`config.mk`:
```
export PLATFORM = sky130hd
export DESIGN_NAME = key_value_table_store
export DESIGN_NICKNAME = d
export VERILOG_FILES = /design/src/kvts_pkg.sv /design/src/kvts_cell.sv /design/src/key_value_table_store.sv
export SDC_FILE = /design/constraint.sdc
export NUM_CORES = 2
export LEC_CHECK = 0
export ABC_AREA = 1
export BUFFER_PORTS_ARGS = -buffer_cell sky130_fd_sc_hd__buf_4
export CAP_MARGIN = 20
export CORE_MARGIN = 2
export CORE_UTILIZATION = 50
export CTS_BUF_LIST = sky130_fd_sc_hd__clkbuf_8 sky130_fd_sc_hd__clkbuf_16
export DETAILED_ROUTE_END_ITERATION = 10
export PLACE_DENSITY = 0.74
export SETUP_SLACK_MARGIN = 0.2
export SLEW_MARGIN = 20
export SYNTH_ARGS = -nofsm -noshare
export SYNTH_HDL_FRONTEND = slang
export SYNTH_SLANG_ARGS = --single-unit
```
`constraint.sdc`:
```
create_clock -name clk -period 20.4 [get_ports clk]
set_input_delay 3.06 -clock clk [delete_from_list [all_inputs] [get_ports clk]]
set_output_delay 3.06 -clock clk [all_outputs]
set_load 0.01 [all_outputs]
```
`src/kvts_pkg.sv`:
```
`default_nettype none

package kvts_pkg;

    localparam int ENTRIES_DEF     = 16;
    localparam int KEY_BYTES_DEF   = 8;
    localparam int VALUE_BYTES_DEF = 8;

    localparam logic [1:0] CMD_WRITE = 2'd0;
    localparam logic [1:0] CMD_READ  = 2'd1;
    localparam logic [1:0] CMD_ERASE = 2'd2;

    localparam logic [2:0] STATUS_OK        = 3'd0;
    localparam logic [2:0] STATUS_NOT_FOUND = 3'd1;
    localparam logic [2:0] STATUS_MISMATCH  = 3'd2;
    localparam logic [2:0] STATUS_TOO_LARGE = 3'd3;
    localparam logic [2:0] STATUS_FULL      = 3'd4;

    // keep the low nbytes bytes, up to the first zero byte
    function automatic logic [63:0] cut_key(input logic [63:0] k, input int nbytes);
        logic [63:0] r;
        logic        stop;
        r    = '0;
        stop = 1'b0;
        for (int i = 0; i < 8; i++)
        begin
            if (i < nbytes && !stop)
            begin
                if (k[8*i +: 8] == 8'h00)
                    stop = 1'b1;
                else
                    r[8*i +: 8] = k[8*i +: 8];
            end
        end
        return r;
    endfunction

endpackage

`default_nettype wire

```
`src/kvts_cell.sv`:
```
`default_nettype none

module kvts_cell #(
    parameter int KEY_W  = 64,
    parameter int VAL_W  = 64,
    parameter int SIZE_W = 4
) (
    input  wire logic              clk,
    input  wire logic              shift_en,
    input  wire logic              load_en,
    input  wire logic [KEY_W-1:0]  neighbor_key,
    input  wire logic [VAL_W-1:0]  neighbor_val,
    input  wire logic [SIZE_W-1:0] neighbor_size,
    input  wire logic [KEY_W-1:0]  load_key,
    input  wire logic [VAL_W-1:0]  load_val,
    input  wire logic [SIZE_W-1:0] load_size,
    output logic      [KEY_W-1:0]  key,
    output logic      [VAL_W-1:0]  val,
    output logic      [SIZE_W-1:0] size
);

    logic [KEY_W-1:0]  key_reg;
    logic [VAL_W-1:0]  val_reg;
    logic [SIZE_W-1:0] size_reg;

    always_ff @(posedge clk)
    begin
        if (load_en)
        begin
            key_reg  <= load_key;
            val_reg  <= load_val;
            size_reg <= load_size;
        end
        else if (shift_en)
        begin
            key_reg  <= neighbor_key;
            val_reg  <= neighbor_val;
            size_reg <= neighbor_size;
        end
    end

    assign key  = key_reg;
    assign val  = val_reg;
    assign size = size_reg;

endmodule

`default_nettype wire

```
`src/key_value_table_store.sv`:
```
// key-value table of ENTRIES slots held in a ring of cells
//
// input channel (in_valid / in_ready) carries one request: command, lookup_key,
// write_value, value_size. output channel (out_valid / out_ready) carries one
// result per request: status, read_data, entries_used.
//
// every request rotates the ring once, slot 0 compared per cycle, with update
// or append done as the matching slot passes the head. a finish state then
// settles status and count before out_valid rises. one request is in flight
// at a time; the next is taken the cycle after the result leaves.
//
// the result holds steady while out_ready is low, and in_ready stays low
// until it is taken. reset empties the table (count to zero) and returns
// the sequencer to idle; slot contents are not cleared and never read
// before being written.
`default_nettype none

module key_value_table_store #(
    parameter int ENTRIES     = kvts_pkg::ENTRIES_DEF,
    parameter int KEY_BYTES   = kvts_pkg::KEY_BYTES_DEF,
    parameter int VALUE_BYTES = kvts_pkg::VALUE_BYTES_DEF
) (
    input  wire logic                         clk,
    input  wire logic                         rst_n,
    input  wire logic                         in_valid,
    output logic                              in_ready,
    input  wire logic [1:0]                   command,
    input  wire logic [63:0]                  lookup_key,
    input  wire logic [63:0]                  write_value,
    input  wire logic [7:0]                   value_size,
    output logic                              out_valid,
    input  wire logic                         out_ready,
    output logic      [2:0]                   status,
    output logic      [63:0]                  read_data,
    output logic      [$clog2(ENTRIES+1)-1:0] entries_used
);

    import kvts_pkg::*;

    localparam int KEY_W  = 8 * KEY_BYTES;
    localparam int VAL_W  = 8 * VALUE_BYTES;
    localparam int SIZE_W = $clog2(VALUE_BYTES + 1);
    localparam int CNT_W  = $clog2(ENTRIES + 1);
    localparam int IDX_W  = (ENTRIES > 1) ? $clog2(ENTRIES) : 1;

    localparam logic [1:0] ST_IDLE   = 2'd0;
    localparam logic [1:0] ST_SCAN   = 2'd1;
    localparam logic [1:0] ST_FINISH = 2'd2;
    localparam logic [1:0] ST_RESP   = 2'd3;

    logic [1:0]       state_reg, state_next;
    logic [IDX_W-1:0] step_reg, step_next;
    logic [CNT_W-1:0] count_reg, count_next;
    logic             found_reg, found_next;
    logic             append_reg, append_next;
    logic [IDX_W-1:0] match_reg, match_next;

    logic [1:0]        cmd_reg;
    logic [KEY_W-1:0]  key_reg;
    logic [VAL_W-1:0]  wval_reg;
    logic [7:0]        size_reg;
    logic [KEY_W-1:0]  hold_key_reg;
    logic [VAL_W-1:0]  hold_val_reg;
    logic [SIZE_W-1:0] hold_size_reg;
    logic [VAL_W-1:0]  rd_val_reg;
    logic [SIZE_W-1:0] rd_size_reg;
    logic [2:0]        status_reg, status_next;
    logic [63:0]       rdata_reg, rdata_next;

    logic [KEY_W-1:0]  cell_key [ENTRIES];
    logic [VAL_W-1:0]  cell_val [ENTRIES];
    logic [SIZE_W-1:0] cell_size [ENTRIES];
    logic [KEY_W-1:0]  nb_key [ENTRIES];
    logic [VAL_W-1:0]  nb_val [ENTRIES];
    logic [SIZE_W-1:0] nb_size [ENTRIES];

    logic [KEY_W-1:0]  fb_key;
    logic [VAL_W-1:0]  fb_val;
    logic [SIZE_W-1:0] fb_size;

    logic             accept;
    logic             scanning;
    logic [CNT_W-1:0] step_cnt;
    logic             occupied;
    logic             hit;
    logic             is_last;
    logic             size_ok;
    logic             wr_ok;
    logic             place;
    logic             erase_load;
    logic [63:0]      key_cut;
    logic [VAL_W-1:0] wval_masked;

    assign accept   = in_valid && in_ready;
    assign scanning = (state_reg == ST_SCAN);
    assign step_cnt = CNT_W'(step_reg);
    assign occupied = step_cnt < count_reg;
    assign hit      = occupied && (cell_key[0] == key_reg);
    assign is_last  = occupied && (step_cnt == count_reg - CNT_W'(1));
    assign size_ok  = size_reg <= 8'(VALUE_BYTES);
    assign wr_ok    = (cmd_reg == CMD_WRITE) && size_ok;
    // write lands in the head slot on a key match, or in the first free slot
    assign place    = scanning && wr_ok &&
                      (hit || (step_cnt == count_reg && !found_reg));
    assign erase_load = (state_reg == ST_FINISH) && (cmd_reg == CMD_ERASE) && found_reg;

    assign key_cut = cut_key(lookup_key, KEY_BYTES);

    always_comb
    begin
        for (int b = 0; b < VALUE_BYTES; b++)
            wval_masked[8*b +: 8] = (8'(b) < value_size) ? write_value[8*b +: 8] : 8'h00;
    end

    // head slot wraps around to the tail, possibly rewritten
    always_comb
    begin
        fb_key  = cell_key[0];
        fb_val  = cell_val[0];
        fb_size = cell_size[0];
        if (place)
        begin
            fb_key  = key_reg;
            fb_val  = wval_reg;
            fb_size = size_reg[SIZE_W-1:0];
        end
    end

    for (genvar i = 0; i < ENTRIES; i++)
    begin : g_ring
        if (i == ENTRIES - 1)
        begin : g_tail
            assign nb_key[i]  = fb_key;
            assign nb_val[i]  = fb_val;
            assign nb_size[i] = fb_size;
        end
        else
        begin : g_body
            assign nb_key[i]  = cell_key[i+1];
            assign nb_val[i]  = cell_val[i+1];
            assign nb_size[i] = cell_size[i+1];
        end

        kvts_cell #(
            .KEY_W  (KEY_W),
            .VAL_W  (VAL_W),
            .SIZE_W (SIZE_W)
        ) u_cell (
            .clk           (clk),
            .shift_en      (scanning),
            .load_en       (erase_load && (match_reg == IDX_W'(i))),
            .neighbor_key  (nb_key[i]),
            .neighbor_val  (nb_val[i]),
            .neighbor_size (nb_size[i]),
            .load_key      (hold_key_reg),
            .load_val      (hold_val_reg),
            .load_size     (hold_size_reg),
            .key           (cell_key[i]),
            .val           (cell_val[i]),
            .size          (cell_size[i])
        );
    end

    always_comb
    begin
        state_next  = state_reg;
        step_next   = step_reg;
        count_next  = count_reg;
        found_next  = found_reg;
        append_next = append_reg;
        match_next  = match_reg;
        status_next = status_reg;
        rdata_next  = rdata_reg;

        unique case (state_reg)
            ST_IDLE:
            begin
                if (accept)
                begin
                    step_next   = '0;
                    found_next  = 1'b0;
                    append_next = 1'b0;
                    state_next  = ST_SCAN;
                end
            end
            ST_SCAN:
            begin
                if (hit)
                begin
                    found_next = 1'b1;
                    match_next = step_reg;
                end
                if (place && !hit)
                    append_next = 1'b1;
                if (step_reg == IDX_W'(ENTRIES - 1))
                begin
                    step_next  = '0;
                    state_next = ST_FINISH;
                end
                else
                begin
                    step_next = step_reg + IDX_W'(1);
                end
            end
            ST_FINISH:
            begin
                status_next = STATUS_OK;
                rdata_next  = '0;
                unique case (cmd_reg)
                    CMD_WRITE:
                    begin
                        if (!size_ok)
                            status_next = STATUS_TOO_LARGE;
                        else if (append_reg)
                            count_next = count_reg + CNT_W'(1);
                        else if (!found_reg)
                            status_next = STATUS_FULL;
                    end
                    CMD_READ:
                    begin
                        if (!found_reg)
                            status_next = STATUS_NOT_FOUND;
                        else if (8'(rd_size_reg) != size_reg)
                            status_next = STATUS_MISMATCH;
                        else
                            rdata_next = 64'(rd_val_reg);
                    end
                    CMD_ERASE:
                    begin
                        if (!found_reg)
                            status_next = STATUS_NOT_FOUND;
                        else
                            count_next = count_reg - CNT_W'(1);
                    end
                    default:
                    begin
                        status_next = STATUS_OK;
                    end
                endcase
                state_next = ST_RESP;
            end
            ST_RESP:
            begin
                if (out_ready)
                    state_next = ST_IDLE;
            end
            default:
            begin
                state_next = ST_IDLE;
            end
        endcase
    end

    always_ff @(posedge clk or negedge rst_n)
    begin
        if (!rst_n)
        begin
            state_reg  <= ST_IDLE;
            step_reg   <= '0;
            count_reg  <= '0;
            found_reg  <= 1'b0;
            append_reg <= 1'b0;
            match_reg  <= '0;
        end
        else
        begin
            state_reg  <= state_next;
            step_reg   <= step_next;
            count_reg  <= count_next;
            found_reg  <= found_next;
            append_reg <= append_next;
            match_reg  <= match_next;
        end
    end

    always_ff @(posedge clk)
    begin
        if (accept)
        begin
            cmd_reg  <= command;
            key_reg  <= key_cut[KEY_W-1:0];
            wval_reg <= wval_masked;
            size_reg <= value_size;
        end
        if (scanning && hit)
        begin
            rd_val_reg  <= cell_val[0];
            rd_size_reg <= cell_size[0];
        end
        // last occupied slot, moved into the gap on erase
        if (scanning && is_last)
        begin
            hold_key_reg  <= cell_key[0];
            hold_val_reg  <= cell_val[0];
            hold_size_reg <= cell_size[0];
        end
        status_reg <= status_next;
        rdata_reg  <= rdata_next;
    end

    assign in_ready     = (state_reg == ST_IDLE);
    assign out_valid    = (state_reg == ST_RESP);
    assign status       = status_reg;
    assign read_data    = rdata_reg;
    assign entries_used = count_reg;

endmodule

`default_nettype wire

```
* Word-level counts from Yosys, hierarchy flattened
Index checks and enable logic that the tools add are counted.
** Cells by class
- Add/sub/neg operators :: 3
- $mul :: 0
- Divide/modulo/power cells :: 0
- Order comparisons :: 10
- Equal/unequal tests :: 33
- Shift-type cells :: 0
- Multiplexer cells :: 135
- Bitwise gates (word level) :: 2
- Reductions and logical operators :: 74
** Operators by type and width (count)
- 2-to-1 mux 64 bit :: 66
- 2-to-1 mux 4 bit :: 35
- == test 64 bit :: 1
- logical NOT 8 bit :: 8
- == test 4 bit, second input constant :: 9
- nonzero test 2 bit :: 18
- < comparator 3 x 8 -> 1 bit, first input constant :: 4
- logical AND 1 bit :: 28
- 2-to-1 mux 1 bit :: 17
- == test 4 x 3 -> 1 bit, second input constant :: 4
- < comparator 1 x 8 -> 1 bit, first input constant :: 2
- < comparator 2 x 8 -> 1 bit, first input constant :: 2
- 2-to-1 mux 5 bit :: 3
- OR reduction 2 bit :: 7
- == test 4 x 5 -> 1 bit :: 2
- 2-to-1 mux 2 bit :: 5
- != test 2 x 1 -> 1 bit, second input constant :: 5
- case mux 5 bit (2 select lines) :: 1
- 2-to-1 mux 3 bit :: 3
- case mux 3 bit (3 select lines) :: 1
- AND reduction 3 bit :: 3
- == test 4 x 2 -> 1 bit, second input constant :: 2
- less-or-equal comparator 8 x 4 -> 1 bit, second input constant :: 1
- != test 4 x 8 -> 1 bit :: 1
- other kinds (19) :: 29
** Word-level totals
- Flip-flop bits (word level) :: 2534
- Latch bits :: 0
- RAM bits :: 0
- Bits in read-only memories :: 0
- Input bits :: 142
- Output and inout bits :: 74
- Word-level logic and storage cells :: 336
- Memories kept :: 0

* Logic depth before layout (Yosys ltp)
- Depth after elaboration :: 9
- Mapped depth :: 17
- Mapped depth without buffers :: 15

* Hierarchy
Synthesis repeated with hierarchy kept, for this count alone.
** Unflattened totals
- Cells, all modules :: 10651
- Area, all modules :: 108881.9 µm²
** By module, submodules not included
- kvts_cell :: instances 16, cells each 559, area each 5669.2 µm², seq. area each 3963.8 µm²
- key_value_table_store :: instances 1, cells each 1707, area each 18174.9 µm², seq. area each 12587.1 µm²

* Least setup slack after synthesis
No wires, ideal clock.
- Path kind :: register -> register
- Start point :: register state_reg[1]
- End point :: register hold_key_reg[0], enable pin
- Library setup time :: 0.993 ns
- Arrival time :: 14.680 ns
- Data required time :: 19.407 ns
- Path slack :: 4.726 ns
- Cell stages (with the launch flop) :: 8
- Path buffers :: 1
- Period minus slack after synthesis :: 15.674 ns
- Path through :: dfrtp_1 > inv_1 > ha_1 > inv_1 > clkbuf_1 > a211oi_1 > o211ai_1 > nor4b_1
** Between the ends
- Longest elaborated chain between the ends :: 2
** Ends and longest elaborated chain
- start: declaration :: line key_value_table_store.sv:51 : logic [1:0] state_reg, state_next;
- start signal: assignment :: line key_value_table_store.sv:267 : state_reg <= state_next;
- == test 2 x 1 -> 1 bit :: line key_value_table_store.sv:95 : assign scanning = (state_reg == ST_SCAN);
- logical AND 1 bit :: line key_value_table_store.sv:291 : if (scanning && is_last)
- end signal: assignment :: line key_value_table_store.sv:293 : hold_key_reg <= cell_key[0];
- end: declaration :: line key_value_table_store.sv:62 : logic [KEY_W-1:0] hold_key_reg;
No other way between the ends.
A chain may end at the register's enable or synchronous reset.

* Worst setup path in the final report
- Start point :: register state_reg[0]
- End point :: register g_ring[4].u_cell.key_reg[44], enable pin
** Between the ends
- Longest elaborated chain between the ends :: 5
- Elaborated cells between the ends (all ways) :: 6
- Those cells by class :: eq/ne: 2; reduce/logical: 4
** Ends and longest elaborated chain
- == test 2 bit :: line key_value_table_store.sv:105 : assign erase_load = (state_reg == ST_FINISH) && (cmd_reg == CMD_ERASE) && found_reg;
- logical AND 1 bit (2 in a row) :: line key_value_table_store.sv:105
- logical AND 1 bit :: line key_value_table_store.sv:151 : .load_en (erase_load && (match_reg == IDX_W'(i))),
- nonzero test 2 bit (no line) (*)
- end signal: assignment :: line kvts_cell.sv:30 : key_reg <= load_key;
- end signal: assignment :: line kvts_cell.sv:36 : key_reg <= neighbor_key;
- end: declaration :: line kvts_cell.sv:22 : logic [KEY_W-1:0] key_reg;
Mark *: on every way between the ends. The rest lies on a longest branch, timed or not.

==> results.toml <==
[clock_network]
htreeDepth = 5
path_clk_slew_ns = 0.06
cts_resized = 0
root_buffer = "clkbuf_16"
cts-buffers-inserted = 277
hold_buffers = 0
clockBufferDepth = 4
cts_tree = "done"
clock_sinks = 2534
clkLatencyLatePin_ns = 0.93
cts_setup_buffers = 0

[timing]
rsz0062_at_grt = "false"
slew_headroom = 0.172
fin_skew_ns = 0.0661
worst_slew_pin_slew_ns = 1.24
period_minus_slack_ns = 5.72
finalCritPeriodShare = 0.280
fin_setup_tns_ns = 0
finalHoldViolCount = 0
finalSetupViolCount = 0
fmax_mhz = 175
slew_violations = 0

[drt]
routed_wirelength_um = 283000
met1Wirelength_um = 104000
antenna_left = 0
wl_met3_um = 32700
wl_per_cell_um = 23.9
vias = 70200
avgViaCountPerCell = 5.92
top_layer_used = "met5"
drc = 0
first_pass_iters = 8
wl_met2_um = 130000
drt_iter0_drc = 9971

[worst_setup_path]
critPathRequiredTime_ns = 20.92
crit_chain = "inv_1, ha_4, nand2_1, nor2_1, inv_2, nor3_2, nand2_4, nand2_4, buf_4, buf_4"
worstSetupPathType = "reg -> reg"
r2r_slack_ns = 14.68
critical_path.slowest_cell = "buf_4"
end_kind = "flip-flop"
path_max_fanout = 60
r2r_start = "state_reg[0]$_DFFE_PN0P_"
start_kind = "flip-flop"
worstPathArrival_ns = 6.24
worst_path_largest_cell_delay_ns = 0.90
r2r_cells = 10
worstReg2RegEnd = "g_ring[4].u_cell.key[44]$_DFFE_PP_"

[flow_run]
drv_cap = 0

[floorplan]
std_cell_rows = 167
core_region_area_um2 = 207000
ios = 216
die_h_um = 460
dieWidth_um = 460
die_area_um2 = 211000
initial_core_util = 0.502

[placement]
place_inst = 11400
placed_cell_area_um2 = 107000
hpwl_um = 153000
routabilityCongestion = 0.877
port_buffers = 215

[min_path]
hp-class = "reg -> reg"
hold_depth = 0
min_to = "rd_size_reg[3]$_DFFE_PP_"
min_from = "g_ring[0].u_cell.size[3]$_DFFE_PP_"

[global_routing]
overflow = 0
antenna_found_initial = 4
grt_max_degree = 203
track_usage = 0.266
grt_pass1_wl_um = 424000
grt_pass1_vias = 68200

[yosys]
seq_area_frac_synth = 0.733
synth_area_leaders = "edfxtp_1 73%, o21ai_0 9.6%, nand2_1 9.5%"
syn_area_um2 = 104000
dominantRegCellSynth = "edfxtp_1"
syn_area_per_cell_um2 = 11.5
synth.largest_area_cell = "edfxtp_1"
synthCells = 9031
yosys.area.top_type_share = 0.728
ys_warn_count = 0
ys_ff_latch = 2534
synth-edff-count = 2517
synth_most_common_cell = "nand2_1"
yosysUniqueCellTypes = 31
async_reset_ff_frac = 0.00671
synth_nets = 9184
synthTopCellsByCount = "2614 x nand2_1, 2517 x edfxtp_1, 1994 x o21ai_0"

[cells_and_area]
syn_to_final_growth_pct = 11.4
final_cell_area_um2 = 116000
nets = 9116
drive_above_1_share = 0.0785
final_cells = 11900

[pwr]
powerDensity_nw_per_um2 = 146
power_mw = 16.9
peakVddDrop_v = 0.000121
power.static_leakage_nw = 46.5

[outcome]
outcome = "finished clean"
[area by class of cell]
type / count / area, µm²
fill: 16300 / 91000
sequential: 2534 / 76000
multi-input combinational: 5219 / 23200
clock buffer: 281 / 7030
tap: 2704 / 3380
timing repair buffer: 310 / 2390
inverter: 621 / 2340
clock inverter: 182 / 1310
antenna: 1 / 2.50
[placed cells by master, fill, tap and decap left out, types with 5 or more instances in the layout]
master	count
inv_6	11
buf_4	304
inv_1	683
ha_1	10
dfrtp_1	17
edfxtp_1	2517
nand2_4	28
clkinv_1	38
nand3_1	279
o21ai_0	1994
bufinv_16	18
nor2_1	227
inv_2	5
xnor2_1	10
nand2_1	2586
nor3_1	6
nor4_1	15
clkinv_2	37
clkbuf_16	281
xor2_1	16
a21oi_1	16
[power breakdown]
group	switching [mW]	leakage [nW]	internal (mW)
sequential	0.587	23.8	8.33
clock	2.02	4.37	2.72
combinational	2.44	18.3	0.777
total	5.06	46.5	11.8
[worst max path at each step]
stage	from	end	slack (ns)	depth (start not counted)
floorplan	state_reg[1]$_DFFE_PN0P_	hold_key_reg[0]$_DFFE_PP_	4.73	7
global route	state_reg[0]$_DFFE_PN0P_	g_ring[13].u_cell.key[39]$_DFFE_PP_	14.51	10
detailed placement	lookup_key[1]	key_reg[58]$_SDFFCE_PP0P_	13.95	11
CTS	state_reg[0]$_DFFE_PN0P_	g_ring[13].u_cell.key[39]$_DFFE_PP_	14.43	10
global placement	lookup_key[1]	key_reg[61]$_SDFFCE_PP0P_	13.84	11
finish	state_reg[0]$_DFFE_PN0P_	g_ring[4].u_cell.key[44]$_DFFE_PP_	14.68	10
[metal layers]
metal	GRT usage	up-vias
met3	0.0501	708
met1	0.352	34000
met4	0.135	2
met2	0.421	4561
met5	0	-
li1	-	30900
[kinds of logic (layout without fill, tap and decap cells)]
family / count (synthesis) / count (layout) / synth area share
other: 0 / 1 / 0
adder cells (fa/ha/maj): 11 / 11 / 0.00133
buffers and inverters: 1278 / 1394 / 0.0474
AO/OA/AOI/OAI: 2021 / 2021 / 0.0977
AND/OR/NAND/NOR: 3161 / 3161 / 0.119
XOR/XNOR: 26 / 26 / 0.00219
flip-flops: 2534 / 2534 / 0.733
[per-stage QoR]
step	setup slack (ns)	hold WS, ns	util
after floorplan	4.73	0.445	-
after global placement	13.84	0.454	0.519
after detailed placement	13.95	0.462	0.519
after CTS	14.43	0.429	0.559
after global routing	14.51	0.471	0.560
final	14.68	0.438	0.560
[worst max-delay path, delay by kind of cell, from the launching register on]
| kind | cells | cell delay, ns |
|---|---|---|
| adders and majority gates | 1 | 0.47 |
| DFF | 1 | 0.40 |
| and+or+nand+nor | 5 | 2.17 |
| buffers and inverters | 4 | 2.05 |
Note: power is estimated with default switching activity, not from simulation.
